File: src/hms_pkg.sv
package hms_pkg;

  // store geometry
  localparam int CTRL_DIM    = 64;
  localparam int MESH_MAX    = 256;
  localparam int CTRL_BITS   = $clog2(CTRL_DIM);
  localparam int ADDR_BITS   = 2 * CTRL_BITS;
  localparam int STORE_DEPTH = CTRL_DIM * CTRL_DIM;

  // field widths
  localparam int IDX_W  = 9;
  localparam int GRID_W = 9;
  localparam int HALF_W = GRID_W - 1;
  localparam int SPAN_W = 7;
  localparam int SQ_W   = 2 * SPAN_W;
  localparam int STEP_W = 16;
  localparam int POS_W  = 24;
  localparam int HGT_W  = 16;
  localparam int PROD_W = IDX_W + 1 + STEP_W + 1;
  localparam int ACC_W  = HGT_W + SPAN_W;
  localparam int TOT_W  = HGT_W + SQ_W;

  // configuration port
  localparam int CFG_IDX_W  = 2;
  localparam int CFG_DATA_W = 16;
  localparam logic [CFG_IDX_W-1:0] CFG_GRID_SIZE = 2'd0;
  localparam logic [CFG_IDX_W-1:0] CFG_CELL_SPAN = 2'd1;
  localparam logic [CFG_IDX_W-1:0] CFG_GRID_STEP = 2'd2;
  localparam logic [GRID_W-1:0] GRID_SIZE_RST = 9'd256;
  localparam logic [SPAN_W-1:0] CELL_SPAN_RST = 7'd15;
  localparam logic [STEP_W-1:0] GRID_STEP_RST = 16'd256;

  // item commands
  localparam logic CMD_LOAD   = 1'b0;
  localparam logic CMD_SAMPLE = 1'b1;

  // position clamp
  localparam logic signed [PROD_W-1:0] POS_LIMIT     = 27'sd8388480;
  localparam logic signed [PROD_W-1:0] POS_LIMIT_NEG = -27'sd8388480;

  // height sign bias
  localparam logic [HGT_W-1:0] HGT_BIAS = 16'h8000;

  // iterative dividers
  localparam int FRONT_DIV_STEPS  = 3;
  localparam int FRONT_DIV_CYCLES = IDX_W / FRONT_DIV_STEPS;
  localparam int BACK_DIV_STEPS   = 4;
  localparam int BACK_DIV_CYCLES  = HGT_W / BACK_DIV_STEPS;

  // job queue
  localparam int QUEUE_DEPTH = 4;
  localparam int QPTR_W      = $clog2(QUEUE_DEPTH);

  // classified work handed from front to back
  typedef struct packed {
    logic                 load;
    logic                 oor;
    logic [CTRL_BITS-1:0] r;
    logic [CTRL_BITS-1:0] c;
    logic [SPAN_W-1:0]    fr;
    logic [SPAN_W-1:0]    fc;
    logic [SPAN_W-1:0]    span;
    logic [SQ_W-1:0]      sq;
    logic [POS_W-1:0]     x;
    logic [POS_W-1:0]     z;
    logic [HGT_W-1:0]     h;
  } job_t;

endpackage

File: src/hms_queue.sv
module hms_queue (
  input  logic           clk,
  input  logic           rst,
  input  logic           push_valid,
  output logic           push_ready,
  input  hms_pkg::job_t  push_job,
  output logic           pop_valid,
  input  logic           pop_ready,
  output hms_pkg::job_t  pop_job
);
  import hms_pkg::*;

  job_t              entries [QUEUE_DEPTH];
  logic [QPTR_W-1:0] wr_ptr;
  logic [QPTR_W-1:0] rd_ptr;
  logic [QPTR_W:0]   count;
  logic              do_push;
  logic              do_pop;

  assign push_ready = (count != (QPTR_W+1)'(QUEUE_DEPTH));
  assign pop_valid  = (count != '0);
  assign do_push    = push_valid && push_ready;
  assign do_pop     = pop_valid && pop_ready;
  assign pop_job    = entries[rd_ptr];

  // pointers and fill level
  always_ff @(posedge clk) begin
    if (rst) begin
      wr_ptr <= '0;
      rd_ptr <= '0;
      count  <= '0;
    end else begin
      if (do_push) begin
        wr_ptr <= wr_ptr + QPTR_W'(1);
      end
      if (do_pop) begin
        rd_ptr <= rd_ptr + QPTR_W'(1);
      end
      case ({do_push, do_pop})
        2'b10:   count <= count + (QPTR_W+1)'(1);
        2'b01:   count <= count - (QPTR_W+1)'(1);
        default: ;
      endcase
    end
  end

  // entry storage
  always_ff @(posedge clk) begin
    if (do_push) begin
      entries[wr_ptr] <= push_job;
    end
  end

endmodule

File: config.mk
export PLATFORM = sky130hd
export DESIGN_NAME = hms_queue
export DESIGN_NICKNAME = d
export VERILOG_FILES = /design/src/hms_pkg.sv /design/src/hms_queue.sv
export SDC_FILE = /design/constraint.sdc
export NUM_CORES = 1
export LEC_CHECK = 0
export BUFFER_PORTS_ARGS = -buffer_cell sky130_fd_sc_hd__buf_2
export CORE_MARGIN = 5
export CORE_UTILIZATION = 54
export DETAILED_ROUTE_END_ITERATION = 12
export GPL_ROUTABILITY_DRIVEN = 0
export GPL_TIMING_DRIVEN = 0
export PLACE_DENSITY = 0.76
export REMOVE_ABC_BUFFERS = 1
export SYNTH_ARGS = -nofsm -noshare
export SYNTH_HDL_FRONTEND = slang
export SYNTH_SLANG_ARGS = --single-unit
File: constraint.sdc
create_clock -name clk -period 5.99 [get_ports clk]
set_input_delay 0 -clock clk [delete_from_list [all_inputs] [get_ports clk]]
set_output_delay 0 -clock clk [all_outputs]
set_load 0.02 [all_outputs]
* Word level (Yosys, flattened, before mapping)
Memory sizes are Yosys's and may differ from the RTL's. A register that Yosys moved wholly into a read port is not among the register bits. Cells that the tools add are included.
Cells by class: reduce and logical (&&, ||, !) cells 4, $add $sub $neg 4, mux-type cells 5, eq/ne operators 3
Operator list (count):
- case mux 3 bit (2 select lines) | 1
- adder 2 x 1 -> 2 bit (second input constant) | 2
- 2-to-1 mux 2 bit | 2
- adder 3 x 1 -> 3 bit (second input constant) | 1
- inequality test 3 bit (second input constant) | 1
- nonzero test 3 bit | 1
- subtractor 3 x 1 -> 3 bit (second input constant) | 1
- == test 2 x 1 -> 1 bit (second input constant) | 1
- == test 2 bit (second input constant) | 1
- logical AND 1 bit | 2
- 2-to-1 mux 1 bit | 2
- nonzero test 2 bit | 1
Word-level totals: flip-flop bits (word level) 7, memories 1, bits of input ports 117, bits in writable memories 452, output and inout port bits 115
Memories:
- entries | depth 4, bits a word 113, rd ports 1, clocked after memory_dff 1, write ports 1, line hms_queue.sv:13 | job_t entries [QUEUE_DEPTH];

* Logic depth before layout (Yosys ltp)
Gate-level depths: netlist of run 1.
depth in word-level cells 4, gate-level depth with buffers 9, gate-level depth less buffers 9

* Worst setup path before layout of run 1
Ideal clock, no wire load.
path kind register to register, start point reg count[0], end point mem entries[0][0] (netlist name) (enable), arrival time 3.459 ns, slack 2.046 ns, buffers on the path 0, data required time 5.505 ns, library setup time 0.485 ns, cell stages (with the launch flop) 4, clock period less this slack 3.944 ns, path through dfxtp_1 > nor2_1 > a21boi_1 > and2_1
Between the ends: cells in the longest elaborated chain, start to end 4
RTL lines:
- start: declaration | line hms_queue.sv:16 | logic [QPTR_W:0] count;
- start signal: assignment | line hms_queue.sv:40 | 2'b10: count <= count + (QPTR_W+1)'(1);
- start signal: assignment | line hms_queue.sv:41 | 2'b01: count <= count - (QPTR_W+1)'(1);
- inequality test 3 bit | line hms_queue.sv:20 | assign push_ready = (count != (QPTR_W+1)'(QUEUE_DEPTH));
- logical AND 1 bit | line hms_queue.sv:22 | assign do_push = push_valid && push_ready;
- 2-to-1 mux 1 bit | line hms_queue.sv:49 | if (do_push) begin
- 2-to-1 mux 1 bit (not written as such) | line hms_queue.sv:50 | entries[wr_ptr] <= push_job;
- end: declaration | line hms_queue.sv:13
No other way between the ends.

* Worst setup path after layout of run 1
start point reg count[0], end point mem entries[3][42] (netlist name) (enable)
The elaborated chain is that of the path after synthesis.

==> flow_summary.ini, run 1 <==
[setup_path]
critPathSlowestCell = and2_4
max_stage_delay_ns = 0.86
path_cells = nor2_1 > a21boi_1 > and2_4 > buf_16
reg2reg_from = count[0]
path_class = flip-flop to flip-flop
critPathBufInv = 1
end_kind = flip-flop
cp_top_family = simple AND/OR/NAND/NOR gates
r2r_end = entries[3][42]
rrSetupSlack_ns = 3.31
path_max_fanout = 58
reg2reg_depth = 4
start_kind = flip-flop
critPathArrivalTime_ns = 2.86
cp.required_ns = 6.17

[run_status]
status = finished, final reports clean

[placement]
placed_cell_area_sq_um = 18600
dp_hpwl_um = 18300
io_buffers = 231

[pwr]
clockPowerShare_pct = 29.1
p_seq_share_pct = 45.9
peakVddDrop_v = 0.000277
power.leakage_nw = 7.12
switchingPower_mw = 2.46
intPower_mw = 6.37
combinationalPowerShare_pct = 25.1
powerDensity_nw_per_um2 = 419
swShare_pct = 27.8

[cts]
clockBufferDepth = 3
cts_setup_buffers = 0
post_cts_resized = 0
cts_tree = yes
clock_latency_ns = 0.52
root_buffer = clkbuf_16
cts_max_level = 2
cts_made_buffers = 45
cts-hold-fix-buffers = 117
path_clk_slew_ns = 0.06
clock_sinks = 461

[timing]
slew_violations = 0
slew-limit-headroom_pct = 40.3
fin_skew_ns = 0.0149
fmax_mhz = 373
tightest_slew_ns = 0.896
setup_viol = 0
period_needed_ns = 2.68
whs_ns = 0.224
fin_setup_tns_ns = 0
period_share_pct = 44.8
hold_violations = 0
rsz0062_at_grt = no

[worst_hold_path]
hold-path-cell-count = 2
hold_path.class = input port to flip-flop
hp-start = push_job[12]
min_to = entries[3][12]

[synth]
synth_area_per_cell_sq_um = 26.1
syn_area_sq_um = 16800
synth_cell_types = 25
yosysWarnings = 0
synthCells = 643
yosysSeqAreaShare_pct = 81.8
synth.ff_latch_count = 461

[grt]
overflow = 0
grt_use_total_pct = 18.5
grt_antenna_before_repair = 2
grt_pass1_wl_um = 50600
grt_pass1_vias = 8776
grt_max_degree = 59

[layout]
num-nets-final = 1145
fill_cells = 1845
final_area_sq_um = 21100
synthToLayoutAreaGrowth_pct = 25.4
layout-drive-gt1-share_pct = 39.6

[floorplanning]
start_util_pct = 54.8
die-width_um = 186
fp.dieArea_sq_um = 34700
die_h_um = 186
placement_rows = 64
core_sq_um = 30700
io_pins = 232

[drt]
wirelength_um = 31600
dr.pass1.iters = 4
drtAntennaViolNets = 0
vias = 7918
drc = 0
avgViaCountPerCell = 5.45
drt-initial-drc-count = 511
wl_per_cell_um = 21.7

[run]
cap_violations = 0
stage by stage:
step	cells	worst slack, ns	utilization (%)	total power, mW
after floorplan	616	0.570	-	5.63
after global placement	1243	-1.76	59.5	6.50
after detailed placement	1254	3.25	60.5	6.32
after CTS	1451	3.23	68.7	8.96
after global routing	1452	3.07	68.7	9.25
final	1452	3.31	68.7	8.83
final cells by class:
class	instances	area (sq um)	share of cell area (%)
Sequential cell	461	13800	65.3
Multi-Input combinational cell	149	2820	13.4
Timing Repair Buffer	359	2620	12.4
Clock buffer	61	1200	5.68
Tap cell	396	495	2.35
Clock inverter	19	149	0.707
Inverter	6	22.5	0.107
Antenna cell	1	2.50	0.0119
worst max-delay path by stage:
stage | startpoint | endpoint | slack, ns | depth (start not counted)
3_3_place_gp | flip-flop | pop_job[97] | -1.76 | 2
4_1_cts | count[0] | entries[3][82] | 3.23 | 4
6_report | count[0] | entries[3][42] | 3.31 | 4
3_5_place_dp | count[0] | entries[3][12] | 3.25 | 4
2_1_floorplan | flip-flop | pop_job[0] | 0.57 | 1
5_1_grt | count[0] | entries[3][82] | 3.07 | 4
layout by cell type, fill, tap and decap left out, types with 2 or more instances in the layout:
cell           instances
inv_1                  6
dfxtp_4                2
clkinv_2               4
dfxtp_1                7
nand2b_1               2
clkinvlp_4             2
xor2_1                 3
buf_16                10
nor2_1                 9
buf_2                231
and2_4                 4
ha_1                   5
edfxtp_1             452
clkbuf_1              15
clkinv_1               9
or3_1                  2
a21oi_1                2
dlygate4sd3_1        117
mux4_2               113
clkbuf_16             45
bufinv_16              2
power by group through the flow:
| stage | Clock [mW] | Sequential (mW) | Combinational, mW |
|---|---|---|---|
| floorplan | 0 | 4.23 | 1.41 |
| global placement | 0 | 4.37 | 2.13 |
| detailed placement | 0 | 4.13 | 2.19 |
| CTS | 2.64 | 4.06 | 2.26 |
| global route | 2.79 | 4.09 | 2.37 |
| finish | 2.57 | 4.05 | 2.21 |
per-layer routing:
metal  vias to the layer above  GRT usage (%)  part of all wire, %
met1                      4099           24.4                   39
met4                         2           4.57                  2.1
met2                       229           31.5                   53
li1                       3531              -                    -
met5                         -              0                0.022
met3                        57           4.71                  6.6
flip-flops by register name (all words and copies together) (netlist names), named ones only:
signal / flops
count: 3
entries: 452
rd_ptr: 2
wr_ptr: 2
synth_stat cells (all sizes together):
| cell type | number | area share [%] |
|---|---|---|
| a21boi | 1 | 0.045 |
| mux2i | 1 | 0.060 |
| o21ai | 1 | 0.030 |
| and2 | 4 | 0.15 |
| inv | 6 | 0.13 |
| buf | 22 | 1.2 |
| a21oi | 2 | 0.060 |
| nand2b | 2 | 0.074 |
| nor2 | 9 | 0.20 |
| clkbuf | 5 | 0.11 |
| xnor2 | 1 | 0.052 |
| edfxtp | 452 | 81 |
| mux4 | 113 | 15 |
| or3 | 2 | 0.074 |
| nand2 | 1 | 0.022 |
| o311ai | 1 | 0.052 |
| dfxtp | 9 | 1.1 |
| xor2 | 3 | 0.16 |
| mux2 | 1 | 0.067 |
| o31a | 1 | 0.052 |
| fa | 1 | 0.12 |
| ha | 5 | 0.37 |
kinds of logic (layout without fill, tap and decap cells):
logic type	Yosys count	in the layout	share of synthesized area, %
AO/OA/AOI/OAI	6	6	0.238
XOR/XNOR	4	4	0.209
adder cells (fa/ha/maj)	6	6	0.491
buffers and inverters	33	445	1.43
flip-flops	461	461	81.8
multiplexers	115	115	15.3
other	0	1	0
AND/OR/NAND/NOR	18	18	0.521
Power figures use the tool's default switching activity.
==> inputs of run 2 (changes only) <==
- clock period: 5.99 -> 2.6 ns (I/O delays scaled with it)
==> flow_summary.ini, run 2 (synthesized netlist as in run 1, its figures left out) <==
[worst_hold_path]
hold_path.class = input port to flip-flop
hp-start = push_job[12]
min_to = entries[3][12]
hold-path-cell-count = 2

[setup_path]
critPathArrivalTime_ns = 2.58
rrSetupSlack_ns = 0.22
reg2reg_from = count[0]
cp.required_ns = 2.80
start_kind = flip-flop
path_max_fanout = 47
r2r_end = entries[0][44]
end_kind = flip-flop
path_class = flip-flop to flip-flop
reg2reg_depth = 5

[timing]
fmax_mhz = 419
slew-limit-headroom_pct = 46.9
hold_violations = 0
whs_ns = 0.223
slew_violations = 0
period_needed_ns = 2.38
fin_skew_ns = 0.0161
setup_viol = 0
rsz0062_at_grt = no
fin_setup_tns_ns = 0
tightest_slew_ns = 0.796
period_share_pct = 91.7

[placement]
io_buffers = 231
dp_hpwl_um = 18300

[floorplanning]
die_h_um = 186
start_util_pct = 54.8
placement_rows = 64
die-width_um = 186
core_sq_um = 30700
io_pins = 232
fp.dieArea_sq_um = 34700

[drt]
wirelength_um = 32200
drt-initial-drc-count = 503
drc = 0
drtAntennaViolNets = 0
vias = 7963
dr.pass1.iters = 4
wl_per_cell_um = 22.1
avgViaCountPerCell = 5.48

[cts]
clockBufferDepth = 3
clock_latency_ns = 0.52
path_clk_slew_ns = 0.06
cts_max_level = 2
cts_made_buffers = 45
cts_tree = yes
root_buffer = clkbuf_16
clock_sinks = 461

[layout]
final_common_cell = edfxtp_1
synthToLayoutAreaGrowth_pct = 25.6
regMostFlops = entries
largest_reg_flops = 452
num-nets-final = 1147
most-common-layout-cells = edfxtp_1 (452), buf_2 (231), dlygate4sd3_1 (117)
layout-drive-gt1-share_pct = 39.8
top_regs = entries: 452 flops, count: 3 flops

[pwr]
power.leakage_nw = 7.13
powerDensity_nw_per_um2 = 968
power_mw = 20.4
peakVddDrop_v = 0.000644

[grt]
grt_pass1_vias = 8810
grt_use_total_pct = 18.7
grt_max_degree = 59
grt_pass1_wl_um = 51200
grt_antenna_before_repair = 2
overflow = 0

[run_status]
status = finished, final reports clean

[run]
cap_violations = 0
-- run 2: cell types whose count changed in the layout (fill, tap and decap cells not counted), sizes merged --
| cell | delta |
|---|---|
| buf | +1 |
| and2 | +1 |
-- run 2: report_power, final --
| part | switching, mW | leakage (nW) | internal [mW] |
|---|---|---|---|
| combinational | 2.90 | 2.26 | 2.33 |
| sequential | 0.315 | 4.22 | 8.96 |
| clock | 2.50 | 0.648 | 3.42 |
| total | 5.71 | 7.13 | 14.7 |
-- run 2: cell type report --
cell class,count,area [sq um]
fillers,1840,9570
diodes,1,2.50
clock inverters,19,149
well taps,396,495
flip-flops and latches,461,13800
repair buffers,360,2640
inverters,6,22.5
multi-input cells,150,2830
clock buffers,61,1200
-- run 2: worst max-delay path by stage --
stage	slack (ns)	from	cells past startpoint	to
3_5_place_dp	-0.14	count[0]	4	entries[3][12]
6_report	0.22	count[0]	5	entries[0][44]
3_3_place_gp	-5.15	flip-flop	2	pop_job[97]
5_1_grt	0.0008	count[0]	5	entries[0][79]
4_1_cts	0.14	count[0]	5	entries[0][79]
2_1_floorplan	-2.82	flip-flop	1	pop_job[0]
-- run 2: critical path: stages, from the launching register on --
cell and delay (ns):
dfxtp_1 0.44, nor2_1 0.10, a21boi_2 0.35, and2_4 0.51, buf_16 0.33, buf_16 0.29
-- run 2: repair_timing --
item                                   CTS  global route
setup endpoints to repair              168             0
hold buffers                           117             0
gates resized for setup                  1             0
endpoints found under the hold margin  461             0
setup buffers                            1             0
-- run 2: metrics by stage --
step                      std cells  instance area [sq um]  setup WS (ns)  util, %
after floorplan                 616                  16600          -2.82        -
after global placement         1243                  18200          -5.15     59.5
after detailed placement       1254                  18600         -0.136     60.5
after CTS                      1453                  21100          0.138     68.8
after global routing           1454                  21100       0.000787     68.8
final                          1454                  21100          0.216     68.8
-- run 2: layer usage --
| layer | routed length [um] | vias up | GRT usage (%) |
|---|---|---|---|
| met5 | 7 | - | 0 |
| met4 | 655 | 2 | 4.57 |
| met3 | 2030 | 58 | 4.50 |
| met2 | 16600 | 235 | 31.8 |
| met1 | 12900 | 4135 | 24.9 |
| li1 | - | 3533 | - |
