==> config.mk <==
export PLATFORM = sky130hd
export DESIGN_NAME = hms_front_flat
export DESIGN_NICKNAME = d
export VERILOG_FILES = /design/src/hms_pkg.sv /design/src/hms_if.sv /design/src/hms_front.sv /design/src/flat_wrapper.sv
export SDC_FILE = /design/constraint.sdc
export NUM_CORES = 1
export LEC_CHECK = 0
export ABC_AREA = 1
export ABC_CLOCK_PERIOD_IN_PS = 8700
export CAP_MARGIN = 20
export CORE_AREA = 2 2 237 239
export DETAILED_ROUTE_END_ITERATION = 7
export DIE_AREA = 0 0 239 241
export DONT_BUFFER_PORTS = 1
export GPL_TIMING_DRIVEN = 0
export PLACE_DENSITY_LB_ADDON = 0.08
export REMOVE_ABC_BUFFERS = 1
export SETUP_SLACK_MARGIN = 0.02
export SYNTH_ARGS = -nofsm -noshare
export SYNTH_HDL_FRONTEND = slang
export SYNTH_SLANG_ARGS = --single-unit
==> constraint.sdc <==
create_clock -name clk -period 8.7 [get_ports clk]
set_clock_uncertainty 0.1 [all_clocks]
set_input_delay 1.74 -clock clk [delete_from_list [all_inputs] [get_ports clk]]
set_output_delay 1.74 -clock clk [all_outputs]
set_load 0.01 [all_outputs]
==> src/hms_pkg.sv <==
package hms_pkg;

  // store geometry
  localparam int CTRL_DIM    = 64;
  localparam int MESH_MAX    = 256;
  localparam int CTRL_BITS   = $clog2(CTRL_DIM);
  localparam int ADDR_BITS   = 2 * CTRL_BITS;
  localparam int STORE_DEPTH = CTRL_DIM * CTRL_DIM;

  // field widths
  localparam int IDX_W  = 9;
  localparam int GRID_W = 9;
  localparam int HALF_W = GRID_W - 1;
  localparam int SPAN_W = 7;
  localparam int SQ_W   = 2 * SPAN_W;
  localparam int STEP_W = 16;
  localparam int POS_W  = 24;
  localparam int HGT_W  = 16;
  localparam int PROD_W = IDX_W + 1 + STEP_W + 1;
  localparam int ACC_W  = HGT_W + SPAN_W;
  localparam int TOT_W  = HGT_W + SQ_W;

  // configuration port
  localparam int CFG_IDX_W  = 2;
  localparam int CFG_DATA_W = 16;
  localparam logic [CFG_IDX_W-1:0] CFG_GRID_SIZE = 2'd0;
  localparam logic [CFG_IDX_W-1:0] CFG_CELL_SPAN = 2'd1;
  localparam logic [CFG_IDX_W-1:0] CFG_GRID_STEP = 2'd2;
  localparam logic [GRID_W-1:0] GRID_SIZE_RST = 9'd256;
  localparam logic [SPAN_W-1:0] CELL_SPAN_RST = 7'd15;
  localparam logic [STEP_W-1:0] GRID_STEP_RST = 16'd256;

  // item commands
  localparam logic CMD_LOAD   = 1'b0;
  localparam logic CMD_SAMPLE = 1'b1;

  // position clamp
  localparam logic signed [PROD_W-1:0] POS_LIMIT     = 27'sd8388480;
  localparam logic signed [PROD_W-1:0] POS_LIMIT_NEG = -27'sd8388480;

  // height sign bias
  localparam logic [HGT_W-1:0] HGT_BIAS = 16'h8000;

  // iterative dividers
  localparam int FRONT_DIV_STEPS  = 3;
  localparam int FRONT_DIV_CYCLES = IDX_W / FRONT_DIV_STEPS;
  localparam int BACK_DIV_STEPS   = 4;
  localparam int BACK_DIV_CYCLES  = HGT_W / BACK_DIV_STEPS;

  // job queue
  localparam int QUEUE_DEPTH = 4;
  localparam int QPTR_W      = $clog2(QUEUE_DEPTH);

  // classified work handed from front to back
  typedef struct packed {
    logic                 load;
    logic                 oor;
    logic [CTRL_BITS-1:0] r;
    logic [CTRL_BITS-1:0] c;
    logic [SPAN_W-1:0]    fr;
    logic [SPAN_W-1:0]    fc;
    logic [SPAN_W-1:0]    span;
    logic [SQ_W-1:0]      sq;
    logic [POS_W-1:0]     x;
    logic [POS_W-1:0]     z;
    logic [HGT_W-1:0]     h;
  } job_t;

endpackage

==> src/hms_if.sv <==
interface hms_in_if;
  import hms_pkg::*;
  logic                     valid;
  logic                     ready;
  logic                     cmd;
  logic [IDX_W-1:0]         row_index;
  logic [IDX_W-1:0]         col_index;
  logic signed [HGT_W-1:0]  load_height;

  modport source (output valid, cmd, row_index, col_index, load_height, input ready);
  modport sink   (input valid, cmd, row_index, col_index, load_height, output ready);
endinterface


==> src/hms_front.sv <==
module hms_front (
  input  logic                            clk,
  input  logic                            rst,
  hms_in_if.sink                          item_in,
  input  logic                            cfg_we,
  input  logic [hms_pkg::CFG_IDX_W-1:0]   cfg_index,
  input  logic [hms_pkg::CFG_DATA_W-1:0]  cfg_data,
  output logic                            push_valid,
  input  logic                            push_ready,
  output hms_pkg::job_t                   push_job
);
  import hms_pkg::*;

  localparam logic [1:0] F_IDLE = 2'd0;
  localparam logic [1:0] F_DIV  = 2'd1;
  localparam logic [1:0] F_PUSH = 2'd2;

  logic [1:0]              state;
  logic [1:0]              cnt;
  logic [GRID_W-1:0]       grid_size;
  logic [SPAN_W-1:0]       cell_span;
  logic [STEP_W-1:0]       grid_step;

  logic                    item_load;
  logic [IDX_W-1:0]        item_row;
  logic [IDX_W-1:0]        item_col;
  logic [HGT_W-1:0]        item_hgt;
  logic [SPAN_W-1:0]       span;
  logic [SQ_W-1:0]         sq;
  logic [HALF_W-1:0]       half;
  logic [SPAN_W-1:0]       row_rem;
  logic [SPAN_W-1:0]       col_rem;
  logic [IDX_W-1:0]        row_quo;
  logic [IDX_W-1:0]        col_quo;
  logic signed [PROD_W-1:0] prod_x;
  logic signed [PROD_W-1:0] prod_z;

  logic                    accept;
  logic                    in_store;
  logic signed [IDX_W:0]   dx;
  logic signed [IDX_W:0]   dz;
  logic                    oor;

  // a few restoring steps of index / span
  function automatic logic [SPAN_W+IDX_W-1:0] div_front(
    input logic [SPAN_W+IDX_W-1:0] w,
    input logic [SPAN_W-1:0]       d
  );
    logic [SPAN_W-1:0] rem;
    logic [IDX_W-1:0]  quo;
    logic [SPAN_W:0]   t;
    rem = w[SPAN_W+IDX_W-1:IDX_W];
    quo = w[IDX_W-1:0];
    for (int k = 0; k < FRONT_DIV_STEPS; k++) begin
      t = {rem, quo[IDX_W-1]};
      if (t >= {1'b0, d}) begin
        rem = SPAN_W'(t - {1'b0, d});
        quo = {quo[IDX_W-2:0], 1'b1};
      end else begin
        rem = t[SPAN_W-1:0];
        quo = {quo[IDX_W-2:0], 1'b0};
      end
    end
    return {rem, quo};
  endfunction

  // clamp a position product into the output range
  function automatic logic [POS_W-1:0] sat_pos(input logic signed [PROD_W-1:0] p);
    if (p > POS_LIMIT) begin
      return POS_LIMIT[POS_W-1:0];
    end else if (p < POS_LIMIT_NEG) begin
      return POS_LIMIT_NEG[POS_W-1:0];
    end
    return p[POS_W-1:0];
  endfunction

  assign item_in.ready = (state == F_IDLE);
  assign accept        = item_in.valid && item_in.ready;
  assign in_store      = (32'(item_in.row_index) < CTRL_DIM) &&
                         (32'(item_in.col_index) < CTRL_DIM);

  // signed offsets from the grid center
  assign dx = $signed({1'b0, item_row}) - $signed({2'b00, half});
  assign dz = $signed({1'b0, item_col}) - $signed({2'b00, half});

  // cell beyond the store or index past the mesh
  assign oor = (32'(item_row) > MESH_MAX) || (32'(item_col) > MESH_MAX) ||
               (32'(row_quo) + 32'd1 >= CTRL_DIM) || (32'(col_quo) + 32'd1 >= CTRL_DIM);

  // front control and config registers
  always_ff @(posedge clk) begin
    if (rst) begin
      state     <= F_IDLE;
      cnt       <= '0;
      grid_size <= GRID_SIZE_RST;
      cell_span <= CELL_SPAN_RST;
      grid_step <= GRID_STEP_RST;
    end else begin
      if (cfg_we) begin
        case (cfg_index)
          CFG_GRID_SIZE: grid_size <= cfg_data[GRID_W-1:0];
          CFG_CELL_SPAN: cell_span <= cfg_data[SPAN_W-1:0];
          CFG_GRID_STEP: grid_step <= cfg_data[STEP_W-1:0];
          default: ;
        endcase
      end
      case (state)
        F_IDLE: begin
          if (accept) begin
            item_load <= (item_in.cmd == CMD_LOAD);
            item_row  <= item_in.row_index;
            item_col  <= item_in.col_index;
            item_hgt  <= item_in.load_height;
            span      <= (cell_span == '0) ? SPAN_W'(1) : cell_span;
            half      <= grid_size[GRID_W-1:1];
            row_rem   <= '0;
            col_rem   <= '0;
            row_quo   <= item_in.row_index;
            col_quo   <= item_in.col_index;
            cnt       <= '0;
            if (item_in.cmd == CMD_LOAD) begin
              if (in_store) begin
                state <= F_PUSH;
              end
            end else begin
              state <= F_DIV;
            end
          end
        end
        F_DIV: begin
          {row_rem, row_quo} <= div_front({row_rem, row_quo}, span);
          {col_rem, col_quo} <= div_front({col_rem, col_quo}, span);
          prod_x <= dx * $signed({1'b0, grid_step});
          prod_z <= dz * $signed({1'b0, grid_step});
          sq     <= SQ_W'(span) * SQ_W'(span);
          cnt    <= cnt + 2'd1;
          if (cnt == 2'(FRONT_DIV_CYCLES - 1)) begin
            state <= F_PUSH;
          end
        end
        F_PUSH: begin
          if (push_ready) begin
            state <= F_IDLE;
          end
        end
        default: state <= F_IDLE;
      endcase
    end
  end

  // classified job toward the queue
  always_comb begin
    push_job.load = item_load;
    push_job.oor  = !item_load && oor;
    push_job.r    = item_load ? item_row[CTRL_BITS-1:0] : row_quo[CTRL_BITS-1:0];
    push_job.c    = item_load ? item_col[CTRL_BITS-1:0] : col_quo[CTRL_BITS-1:0];
    push_job.fr   = row_rem;
    push_job.fc   = col_rem;
    push_job.span = span;
    push_job.sq   = sq;
    push_job.x    = sat_pos(prod_x);
    push_job.z    = sat_pos(prod_z);
    push_job.h    = item_hgt;
  end

  assign push_valid = (state == F_PUSH);

endmodule

==> src/flat_wrapper.sv <==
// flat-port wrapper written by rule: the top's interface ports become plain ports
module hms_front_flat import hms_pkg::*;
  (clk, rst, cfg_we, cfg_index, cfg_data, push_valid, push_ready, push_job, item_in_valid, item_in_cmd, item_in_row_index, item_in_col_index, item_in_load_height, item_in_ready);
  hms_in_if item_in_i ();
  input  logic clk;
  input  logic rst;
  input  logic cfg_we;
  input  logic [hms_pkg::CFG_IDX_W-1:0] cfg_index;
  input  logic [hms_pkg::CFG_DATA_W-1:0] cfg_data;
  output logic push_valid;
  input  logic push_ready;
  output hms_pkg::job_t push_job;
  input wire logic [$bits(item_in_i.valid)-1:0] item_in_valid;
  input wire logic [$bits(item_in_i.cmd)-1:0] item_in_cmd;
  input wire logic [$bits(item_in_i.row_index)-1:0] item_in_row_index;
  input wire logic [$bits(item_in_i.col_index)-1:0] item_in_col_index;
  input wire logic [$bits(item_in_i.load_height)-1:0] item_in_load_height;
  output wire logic [$bits(item_in_i.ready)-1:0] item_in_ready;
  assign item_in_i.valid = item_in_valid;
  assign item_in_i.cmd = item_in_cmd;
  assign item_in_i.row_index = item_in_row_index;
  assign item_in_i.col_index = item_in_col_index;
  assign item_in_i.load_height = item_in_load_height;
  assign item_in_ready = item_in_i.ready;
  hms_front u_core (.clk(clk), .rst(rst), .item_in(item_in_i), .cfg_we(cfg_we), .cfg_index(cfg_index), .cfg_data(cfg_data), .push_valid(push_valid), .push_ready(push_ready), .push_job(push_job));
endmodule
### Word level (Yosys, flattened, before mapping)

Cells that the tools add are included.

* reductions and logical operators: 19
* equal/unequal tests: 9
* $add $sub $neg: 11
* magnitude comparators: 16
* bitwise gates (word level): 2
* multiply operators: 3
* muxes and demuxes: 55

Operators with widths (count)
* two-way mux 24 bit: 6
* two-way mux 7 bit: 15
* two-way mux 9 bit: 10
* >= comparator 32 x 7 -> 1 bit, second input constant: 2
* greater-than comparator 27 x 24 -> 1 bit, second input constant: 2
* less-than comparator 27 x 24 -> 1 bit, second input constant: 2
* multiplier 10 x 17 -> 27 bit: 2
* >= comparator 8 x 7 -> 1 bit: 6
* subtractor 7 bit: 6
* case mux 9 bit (2 select lines): 2
* case mux 7 bit (2 select lines): 2
* adder 9 x 1 -> 10 bit, second input constant: 2
* subtractor 9 x 8 -> 10 bit: 2
* greater-than comparator 9 bit, second input constant: 2
* less-than comparator 9 x 7 -> 1 bit, second input constant: 2
* multiplier 7 x 7 -> 14 bit: 1
* two-way mux 2 bit: 6
* two-way mux 6 bit: 2
* two-way mux 1 bit: 10
* AND reduction 2 bit: 5
* logical NOT 7 bit: 1
* == test 2 bit, second input constant: 3
* case mux 2 bit (3 select lines): 1
* AND reduction 3 bit: 2
* other kinds (13): 21

* input bits: 58
* flip-flop bits (word level): 186
* output and inout port bits: 115
* word-level logic and storage cells: 133

### Depth between registers and ports, before layout

Gate-level depths: netlist of the first run.

* depth in word-level cells: 11
* gate-level depth with buffers: 36

### Worst setup path after synthesis of the first run

No wires, ideal clock.

* path kind: register -> register
* start: register u_core.half[0]
* end: register u_core.prod_z[19], data pin
* path buffers: 1
* cell stages (with the launch flop): 26
* path slack: 2.502 ns
* arrival time: 5.833 ns
* path through: edfxtp_1 ha_1 fa_1 o21ai_1 nand4_1 nand2_1 nand2_1 nand2_1 clkbuf_1 nor2_1 fa_1 inv_1 fa_1 fa_1 inv_1 fa_1 inv_1 fa_1 inv_1 ha_1 a21oi_1 o21ai_0 o21bai_1 a21oi_1 o21ai_0 xor2_1

* word-level cells in the longest chain between the ends: 2

RTL lines
* start, declared: line hms_front.sv:30 `logic [HALF_W-1:0] half;`
* start signal, assigned: line hms_front.sv:115 `half <= grid_size[GRID_W-1:1];`
* subtractor 9 x 8 -> 10 bit: line hms_front.sv:84 `assign dz = $signed({1'b0, item_col}) - $signed({2'b00, half});`
* multiplier 10 x 17 -> 27 bit: line hms_front.sv:134 `prod_z <= dz * $signed({1'b0, grid_step});`
* end signal, assigned: line hms_front.sv:134
* end, declared: line hms_front.sv:36 `logic signed [PROD_W-1:0] prod_z;`

Every way passes these cells.
A chain may end at the register's enable or synchronous reset.

### Worst setup path after layout of the first run

* start: register u_core.item_col[2]
* end: register u_core.prod_z[26], data pin

* word-level cells in the longest chain between the ends: 2

RTL lines
* start, declared: line hms_front.sv:26 `logic [IDX_W-1:0] item_col;`
* start signal, assigned: line hms_front.sv:112 `item_col <= item_in.col_index;`
* subtractor 9 x 8 -> 10 bit: line hms_front.sv:84
* multiplier 10 x 17 -> 27 bit: line hms_front.sv:134

Every way passes these cells.

==> qor.yml, run 1 <==
run_status:
  status: "finished clean"
flow_run:
  max_cap_viol_count: 0
sta:
  post-route-period-util_pct: 82.7
  max_slew_margin_pct: 30.7
  maxSlewViolCount: 0
  hold_viol: 0
  tns_ns: 0
  fmax_ghz: 0.139
  tightest_slew_ns: 1.04
  rsz0062_at_grt: "false"
  final-setup-viol-count: 0
  period_minus_slack_ns: 7.20
clock_tree:
  cts_root_buf: "clkbuf_16"
  cts.path.max_buffers: 2
  cts.sinks: 184
  cts_hold_buf: 0
  cts_max_level: 4
  insertion_delay_ns: 0.50
  path_clk_slew_ns: 0.08
  cts_buffers: 17
  post_cts_buffers: 0
  post_cts_resized: 0
  cts_tree: "done"
layout:
  fill_cells: 5612
  fin_nets: 3109
  multi_input_area_mm2: 0.0144
  regArea_mm2: 0.00517
  layout-drive-gt1-share_pct: 3.52
  finalInstanceArea_mm2: 0.0231
  area_growth_pct: 6.03
detailed_routing:
  drt-total-wl_um: 59900
  post_drt_wl_per_cell_um: 18.2
  drc: 0
  drtAntennaViolNets: 0
  drt-initial-drc-count: 974
  drt_pass1_iterations: 5
  viasPerCell: 5.13
  num_vias: 16900
  dr.max_layer_used: "met5"
  met3_length_um: 3990
  wl_met2_um: 28700
  wl_met1_um: 25500
setup_path:
  endpoint_kind: "flip-flop"
  path_max_fanout: 13
  criticalPathCategory: "flip-flop to flip-flop"
  start_kind: "flip-flop"
  arrival_ns: 7.34
  crit_required_ns: 8.84
logic_synthesis:
  ys_top_cells_by_area: "fa_1, edfxtp_1, ha_1"
  seq_area_frac_synth_pct: 23.8
  synth_edf_count: 149
  netlist_area_mm2: 0.0218
  yosys_warnings: 0
  ys_types: 50
  synth_cells: 2615
  syn_avg_cell_area_um2: 8.32
  synth.largest_area_cell: "fa_1"
  synth-main-ff-cell: "edfxtp_1"
  ys_ff_latch: 184
  async_flop_share_pct: 0
  synth_top_area_share_pct: 22.5
grt:
  grt-ovfl-total: 0
  antenna_found_initial: 6
  grt_util_all_layers_pct: 21.6
  grt_first_pass_wirelength_um: 94900
  first_global_vias: 17500
  grt_max_degree: 38
floorplan:
  die-area_mm2: 0.0576
  core_area_mm2: 0.0549
  pin_count: 173
  die_w_um: 239
  rows: 86
  start_util_pct: 39.7
  die_y_um: 241
worst_hold_path:
  min_path_type: "flip-flop to flip-flop"
power_and_ir_drop:
  p_leak_nw: 11.4
  ir_drop_uv: 133
  power_density_mw_per_mm2: 251
placement:
  gp_congestion: 0.883
  port-buffer-count: 0
  dp_hpwl_um: 48400
  place_area_mm2: 0.0225
==> flip-flops by register name (all words and copies together), names as in the netlist <==
name	cells
u_core.prod_x	27
u_core.prod_z	27
u_core.grid_step	16
u_core.item_hgt	16
u_core.sq	13
u_core.col_quo	9
u_core.item_col	9
u_core.item_row	9
u_core.row_quo	9
u_core.grid_size	8
u_core.half	8
u_core.cell_span	7
u_core.col_rem	7
u_core.row_rem	7
u_core.span	7
u_core.cnt	2
u_core.state	2
u_core.item_load	1
==> cell usage in the layout, fill, tap and decap left out, types with 56 or more instances in the layout <==
| cell type | netlist | layout |
|---|---|---|
| a21oi_1 | 121 | 121 |
| nand3_1 | 81 | 81 |
| ha_1 | 237 | 237 |
| nand2_1 | 538 | 538 |
| xor2_1 | 56 | 56 |
| fa_1 | 245 | 245 |
| edfxtp_1 | 149 | 149 |
| nor2_1 | 268 | 266 |
| inv_1 | 500 | 500 |
| o21ai_0 | 81 | 81 |
==> worst paths after layout <==
kind / start / endpoint / slack (ns) / depth (start not counted)
worst max-delay path: u_core.item_col[2] / u_core.prod_z[26] / 1.50 / 24
worst min-delay path: u_core.grid_size[5] / u_core.half[4] / 0.33 / 0
worst max register to register: u_core.item_col[2] / u_core.prod_z[26] / 1.50 / 24
worst min register to register: u_core.grid_size[5] / u_core.half[4] / 0.33 / 0
==> final cells by class <==
| cell class | instances | share of cell area (%) |
|---|---|---|
| Multi-Input combinational cell | 1849 | 62.4 |
| Sequential cell | 184 | 22.4 |
| Inverter | 509 | 8.28 |
| Tap cell | 704 | 3.82 |
| Clock buffer | 19 | 1.97 |
| Clock inverter | 13 | 0.645 |
| Timing Repair Buffer | 8 | 0.472 |
| Antenna cell | 2 | 0.0217 |
==> Yosys cell counts (20+ instances only) <==
| master | n |
|---|---|
| nand2_1 | 538 |
| inv_1 | 500 |
| nor2_1 | 268 |
| fa_1 | 245 |
| ha_1 | 237 |
| edfxtp_1 | 149 |
| a21oi_1 | 121 |
| nand3_1 | 81 |
| o21ai_0 | 81 |
| clkbuf_1 | 61 |
| xor2_1 | 56 |
| dfxtp_1 | 35 |
| nand4_1 | 34 |
| xnor2_1 | 30 |
| nor3_1 | 20 |
==> power breakdown <==
part           leakage (nW)  internal [mW]  switching [mW]
Sequential             1.67           1.19           0.107
Clock                 0.292          0.401           0.422
Combinational          9.46           1.34            2.34
==> per-layer routing <==
metal | up-vias | global-route usage [%]
met2 | 384 | 36.5
met1 | 8244 | 27.2
li1 | 8142 | -
met3 | 89 | 5.41
met5 | - | 0
met4 | 8 | 7.05
==> stage by stage <==
stage | power [mW] | utilization, % | instances | worst slack (ns) | hold slack [ns]
4_1_cts | 5.90 | 42.0 | 3285 | 1.43 | 0.329
3_3_place_gp | 5.02 | 40.7 | 3246 | 0.878 | 0.311
6_report | 5.80 | 42.0 | 3288 | 1.50 | 0.327
2_1_floorplan | 4.13 | - | 2542 | 2.57 | 0.303
3_5_place_dp | 5.03 | 40.9 | 3253 | 1.47 | 0.312
5_1_grt | 6.46 | 42.0 | 3286 | 1.15 | 0.344
==> worst max-delay path, cell delays in order, from the launching register on <==
cell and delay (ns):
edfxtp_1 0.45, ha_1 0.37, a21oi_1 0.15, and2_1 0.15, o221ai_1 0.14, nand2_1 0.12
nand3_1 0.52, inv_1 0.50, nand2_1 0.14, fa_1 0.54, fa_1 0.54, inv_1 0.05
fa_1 0.50, fa_1 0.54, inv_1 0.05, fa_1 0.53, inv_1 0.04, ha_1 0.34
a21oi_1 0.22, o21ai_0 0.21, a21oi_1 0.26, inv_1 0.11, nand2_1 0.09, o211ai_1 0.10
xnor2_1 0.15
==> cells by family after synthesis <==
group,Yosys count,synth area share [%]
and+or+nand+nor,1011,19.5
DFF,184,23.8
AOI/OAI and AO/OA,269,6.88
adders and majority gates,482,36.2
buffers and inverters,582,10.2
xor gates and xnor gates,86,3.46
other,1,0.0172
Power figures use the tool's default switching activity.
==> inputs of run 2 (changes only) <==
- ABC_CLOCK_PERIOD_IN_PS: 8700 -> 6690
- clock period: 8.7 -> 6.69 ns (I/O delays scaled with it)
==> run 2 against run 1 <==
Sequential share of layout area down 0.93 points. Cell count is 1.4% higher. Utilization rose by 1.8 points. Worst hold slack got worse by 0.00051 ns. Count of clock-buffer cells in the layout unchanged. Sequential power rose by 30%. Via count increased by 1.6%. Non-clock buffer count is 47 higher. Total power increased by 40%. Highest routed layer unchanged. Global-route usage up 0.077 points. Setup slack got worse by 1.2 ns. Flip-flop and latch count did not move. Largest cell class unchanged.
==> qor.yml, run 2 (synthesized netlist as in run 1, its figures left out) <==
layout:
  finalInstanceArea_mm2: 0.0241  # +4.3%
  fin_nets: 3158  # +1.6%
  area_growth_pct: 10.6
  layout-drive-gt1-share_pct: 9.27  # +5.7 points
  final_cell_mix: "nand2_1, inv_1, nor2_1"
  top_regs: "u_core.prod_x x27, u_core.prod_z x27"
  diodes: 0  # -2
  fin_util_pct: 43.9  # +1.8 points
  mostFrequentLayoutCell: "nand2_1"
floorplan:
  start_util_pct: 39.7  # unchanged
  rows: 86  # unchanged
  core_area_mm2: 0.0549  # unchanged
  die_y_um: 241  # unchanged
  die_w_um: 239  # unchanged
  die-area_mm2: 0.0576  # unchanged
  pin_count: 173  # unchanged
power_and_ir_drop:
  switching_share_pct: 49.4  # -0.13 points
  clockPowerShare_pct: 13.2  # -1.0 points
  ir_drop_uv: 222  # +67%
  power_density_mw_per_mm2: 338  # +34%
  switchingPower_mw: 4.02  # +40%
  internal-power_mw: 4.12  # +41%
  p_comb_share_pct: 66.1  # +2.6 points
  power_frac_seq_pct: 20.7  # -1.6 points
  p_leak_nw: 11.7  # +2.4%
  p_total_mw: 8.13  # +40%
worst_hold_path:
  min_path_type: "flip-flop to flip-flop"
  hold_depth: 0  # unchanged
  hold_end: "u_core.half[4]"
  min_from: "u_core.grid_size[5]"
setup_path:
  r2r-start: "u_core.item_row[2]"
  arrival_ns: 6.55  # -0.79 ns
  path_common_cell: "nand2_1"
  slowest_delay_ns: 0.52  # -0.02 ns
  reg2reg_to: "u_core.prod_x[22]"
  criticalPathCategory: "flip-flop to flip-flop"
  start_kind: "flip-flop"
  cp_slowest_cell: "edfxtp_1"
  endpoint_kind: "flip-flop"
  crit_family: "adder cells"
  path_max_fanout: 9  # -4
  ff2ff_path_depth: 26  # +8.3%
  crit_required_ns: 6.83  # -2.01 ns
  rrSetupSlack_ns: 0.28  # -1.22 ns
  crit_buf_inv: 4  # -1
clock_tree:
  cts_buffers: 17  # unchanged
  cts.path.max_buffers: 2  # unchanged
  cts_tree: "done"
  path_clk_slew_ns: 0.08  # about the same
  cts_max_level: 4  # unchanged
  cts.sinks: 184  # unchanged
  cts_root_buf: "clkbuf_16"
  cts_hold_buf: 0  # unchanged
  insertion_delay_ns: 0.50  # about the same
grt:
  antenna_found_initial: 6  # unchanged
  grt-ovfl-total: 0  # unchanged
  grt_first_pass_wirelength_um: 95200  # +0.38%
  grt_util_all_layers_pct: 21.7  # +0.077 points
  grt_max_degree: 38  # unchanged
  first_global_vias: 17600  # +0.58%
detailed_routing:
  drt-total-wl_um: 61200  # +2.1%
  drt-initial-drc-count: 948  # -2.7%
  post_drt_wl_per_cell_um: 18.3  # +0.61%
  num_vias: 17100  # +1.6%
  drc: 0  # unchanged
  viasPerCell: 5.14  # +0.18%
  drtAntennaViolNets: 0  # unchanged
  drt_pass1_iterations: 5  # unchanged
placement:
  place_area_mm2: 0.0225  # unchanged
  dp_hpwl_um: 48400  # unchanged
  port-buffer-count: 0  # unchanged
  gp_congestion: 0.883  # unchanged
sta:
  rsz0062_at_grt: "true"
  period_minus_slack_ns: 6.41  # -0.792 ns
  max_slew_margin_pct: 29.5  # -1.2 points
  hold_viol: 0  # unchanged
  final-setup-viol-count: 0  # unchanged
  tns_ns: 0  # unchanged
  post-route-period-util_pct: 95.8  # +13 points
  finalHoldWorstSlack_ns: 0.326  # -0.000507 ns
  maxSlewViolCount: 0  # unchanged
  fmax_ghz: 0.156  # +12%
  tightest_slew_ns: 1.05  # +0.0132 ns
run_status:
  status: "finished clean"
flow_run:
  max_cap_viol_count: 0  # unchanged
run 2: changes by cell type in the layout (fill, tap and decap cells not counted), moves of 15 or more:
cell     before  now
a21oi_2       2   17
buf_4         1   44
nand2_1     538  522
a21oi_1     121  103
ha_1        237  213
run 2: timing repair:
item | in CTS | in global routing
gates resized for setup | 34 | 115
pin swaps | 1 | 31
gates cloned | 0 | 2
endpoints found under the setup margin | 32 | 42
buffers inserted | 8 | 39
run 2: power by group through the flow:
| stage | sequential, mW | clock [mW] | combinational, mW |
|---|---|---|---|
| 2_1_floorplan | 1.66 | 0 | 3.71 |
| 3_3_place_gp | 1.72 | 0 | 4.81 |
| 3_5_place_dp | 1.71 | 0 | 4.83 |
| 4_1_cts | 1.69 | 1.10 | 4.92 |
| 5_1_grt | 1.70 | 1.14 | 6.13 |
| 6_report | 1.68 | 1.07 | 5.38 |
run 2: routing by layer:
| layer | vias to the layer above | GRT usage (%) | wire, um | share of wire (%) |
|---|---|---|---|---|
| li1 | 8248 | - | - | - |
| met1 | 8432 | 27.3 | 26300 | 43 |
| met2 | 368 | 36.7 | 29600 | 48 |
| met3 | 81 | 5.43 | 3760 | 6.2 |
| met4 | 10 | 7.08 | 1390 | 2.3 |
| met5 | - | 0 | 56 | 0.092 |
run 2: worst register-to-register path, stage by stage (launching register included):
cell and delay (ns):
edfxtp_1 0.52, ha_4 0.37, nand3b_1 0.08, nand2_1 0.09
nand2_1 0.08, nand2_1 0.06, a21oi_1 0.07, or2_2 0.34
nand2_8 0.14, clkinvlp_4 0.18, buf_4 0.18, nand2_1 0.08
fa_2 0.44, inv_1 0.09, fa_1 0.44, fa_1 0.52
fa_1 0.52, fa_1 0.49, ha_1 0.36, nand2_1 0.10
inv_1 0.10, nand3_1 0.17, nor2_4 0.15, nand4_1 0.11
nand3_2 0.14, a21oi_2 0.08, xnor2_1 0.14
run 2: worst max-delay path by stage:
| stage | endpoint | depth (start not counted) | from |
|---|---|---|---|
| 2_1_floorplan | u_core.prod_z[19] | 25 | u_core.half[0] |
| 3_3_place_gp | u_core.prod_x[2] | 4 | u_core.state[0] |
| 3_5_place_dp | u_core.prod_z[26] | 24 | u_core.item_col[2] |
| 4_1_cts | u_core.prod_z[26] | 24 | u_core.item_col[2] |
| 5_1_grt | u_core.prod_z[20] | 28 | u_core.item_col[2] |
| 6_report | u_core.prod_x[22] | 26 | u_core.item_row[2] |
run 2: per-stage QoR:
stage / setup WS, ns / std cells
2_1_floorplan: 0.565 / 2542
3_3_place_gp: -1.13 / 3246
3_5_place_dp: -0.541 / 3253
4_1_cts: 0.00974 / 3293
5_1_grt: -0.0184 / 3335
6_report: 0.284 / 3335
run 2: layout make-up:
type / count / area, um^2
Sequential cell: 184 / 5170
Timing Repair inverter: 1 / 7.51
Inverter: 509 / 1950
Clock buffer: 19 / 454
Clock inverter: 13 / 149
Fill cell: 5545 / 30800
Timing Repair Buffer: 55 / 503
Tap cell: 704 / 881
Multi-Input combinational cell: 1850 / 15000
==> inputs of run 3 (changes only) <==
- ABC_CLOCK_PERIOD_IN_PS: 6690 -> 6700
- CAP_MARGIN: 20 -> 25
- clock period: 6.69 -> 6.7 ns (I/O delays scaled with it)
==> run 3 against run 2 <==
Sequential power barely moved. Utilization fell by 0.17 points. Highest routed layer unchanged. Non-clock buffer count rose by 1. Global-route usage is 0.16 points higher. Critical path depth grew 2. Combinational power down 2%. Die area did not move. Clock power barely moved.
==> qor.yml, run 3 (synthesized netlist as in run 1, its figures left out) <==
setup_path:
  criticalPathCategory: "flip-flop to flip-flop"
  path_max_fanout: 6  # -3
  path_common_cell: "inv_1"
  arrival_ns: 6.58  # +0.03 ns
  cp_slowest_cell: "fa_1"
  slowest_delay_ns: 0.55  # +0.03 ns
  endpoint_kind: "flip-flop"
  start_kind: "flip-flop"
  crit_required_ns: 6.84  # about the same
clock_tree:
  path_clk_slew_ns: 0.08  # about the same
  cts_root_buf: "clkbuf_16"
  insertion_delay_ns: 0.50  # about the same
  cts_tree: "done"
  cts.path.max_buffers: 2  # unchanged
  cts_hold_buf: 0  # unchanged
  cts_max_level: 4  # unchanged
  cts_buffers: 17  # unchanged
  cts.sinks: 184  # unchanged
flow_run:
  max_cap_viol_count: 0  # unchanged
layout:
  layout-drive-gt1-share_pct: 8.86  # -0.42 points
  top_regs: "u_core.prod_x x27, u_core.prod_z x27"
  fill_cells: 5561  # +0.29%
  area_growth_pct: 10.2
  final_cell_mix: "nand2_1, inv_1, nor2_1"
  finalInstanceArea_mm2: 0.0240  # -0.38%
  fin_nets: 3158  # unchanged
  mostFrequentLayoutCell: "nand2_1"
sta:
  finalHoldWorstSlack_ns: 0.335  # +0.00857 ns
  hold_viol: 0  # unchanged
  final-setup-viol-count: 0  # unchanged
  maxSlewViolCount: 0  # unchanged
  tightest_slew_ns: 1.06  # +0.00636 ns
  fmax_ghz: 0.155  # -0.58%
  post-route-period-util_pct: 96.2  # +0.41 points
  rsz0062_at_grt: "true"
  period_minus_slack_ns: 6.44  # +0.0370 ns
  max_slew_margin_pct: 29.4  # -0.067 points
detailed_routing:
  post_drt_wl_per_cell_um: 18.4  # +0.46%
  drt-total-wl_um: 61500  # +0.49%
  viasPerCell: 5.12  # -0.33%
  drtAntennaViolNets: 0  # unchanged
  num_vias: 17100  # -0.30%
  drt-initial-drc-count: 840  # -11%
  drc: 0  # unchanged
  drt_pass1_iterations: 5  # unchanged
grt:
  grt-ovfl-total: 0  # unchanged
  grt_util_all_layers_pct: 21.9  # +0.16 points
  grt_max_degree: 38  # unchanged
  antenna_found_initial: 7  # +1
  first_global_vias: 17500  # -0.67%
  grt_first_pass_wirelength_um: 95900  # +0.70%
floorplan:
  die-area_mm2: 0.0576  # unchanged
  die_y_um: 241  # unchanged
  die_w_um: 239  # unchanged
  rows: 86  # unchanged
  core_area_mm2: 0.0549  # unchanged
  start_util_pct: 39.7  # unchanged
  pin_count: 173  # unchanged
placement:
  place_area_mm2: 0.0225  # unchanged
  port-buffer-count: 0  # unchanged
  gp_congestion: 0.883  # unchanged
  dp_hpwl_um: 48400  # about the same
power_and_ir_drop:
  power_frac_seq_pct: 21.0  # +0.3 points
  ir_drop_uv: 207  # -6.5%
  clockPowerShare_pct: 13.5  # +0.3 points
  power_density_mw_per_mm2: 334  # -1.2%
  p_leak_nw: 11.7  # about the same
  p_comb_share_pct: 65.6  # -0.5 points
  switching_share_pct: 49.7  # +0.29 points
  internal-power_mw: 4.03  # -2.1%
  switchingPower_mw: 3.98  # -0.99%
run_status:
  status: "finished clean"
worst_hold_path:
  min_path_type: "flip-flop to flip-flop"
-- run 3: cell count changes in the layout (fill, tap and decap cells not counted), sizes merged --
cell and delta:
clkinv +1, clkinvlp -1, diode +1
-- run 3: worst paths after layout --
path / start / end / slack, ns / depth (start not counted)
setup / recovery: u_core.item_row[0] / u_core.prod_x[22] / 0.26 / 28
hold / removal: u_core.grid_size[5] / u_core.half[4] / 0.33 / 0
setup reg to reg: u_core.item_row[0] / u_core.prod_x[22] / 0.26 / 28
hold reg to reg: u_core.grid_size[5] / u_core.half[4] / 0.33 / 0
-- run 3: stage by stage --
step	setup slack [ns]	power, mW	instances	TNS, ns	util (%)
2_1_floorplan	0.575	5.36	2542	0	-
3_3_place_gp	-1.12	6.52	3246	-83.37	40.7
3_5_place_dp	-0.582	6.53	3253	-8.13	40.9
4_1_cts	0.00905	7.72	3292	0	42.3
5_1_grt	-0.0302	8.86	3335	-0.0525	43.7
6_report	0.257	8.01	3336	0	43.7
-- run 3: critical path, delay by kind of cell (launching register included) --
kind | cells | cell delay [ns]
AO/OA/AOI/OAI | 3 | 0.30
flip-flops | 1 | 0.43
AND/OR/NAND/NOR | 10 | 1.22
buffers and inverters | 6 | 0.38
XOR/XNOR | 1 | 0.14
adder cells (fa/ha/maj) | 8 | 3.58
-- run 3: power groups by stage --
stage	registers [mW]	logic, mW	clock network, mW
after floorplan	1.66	3.70	0
after global placement	1.72	4.80	0
after detailed placement	1.71	4.82	0
after CTS	1.68	4.92	1.12
after global routing	1.70	6.02	1.15
final	1.68	5.25	1.08
-- run 3: cell type report --
class	count	area (um^2)	area share, %
repair buffers	56	503	2.10
inverters	509	1950	8.11
clock buffers	18	429	1.79
well taps	704	881	3.67
flip-flops and latches	184	5170	21.6
clock inverters	14	175	0.731
diodes	1	2.50	0.0104
multi-input cells	1850	14900	62.0
-- run 3: what timing repair did --
item / in CTS / in global routing
pin swaps: 2 / 25
setup endpoints to repair: 32 / 41
gates cloned: 0 / 1
buffers inserted: 7 / 40
resized for setup: 30 / 99
-- run 3: routing by layer --
metal  GRT usage (%)  wire length (um)  vias up  share of wire, %
met5               0                60        -             0.098
li1                -                 -     8247                 -
met2            37.8             30100      319                49
met3            5.62              3790       69               6.2
met1            27.4             26600     8440                43
met4            5.09               973       12               1.6
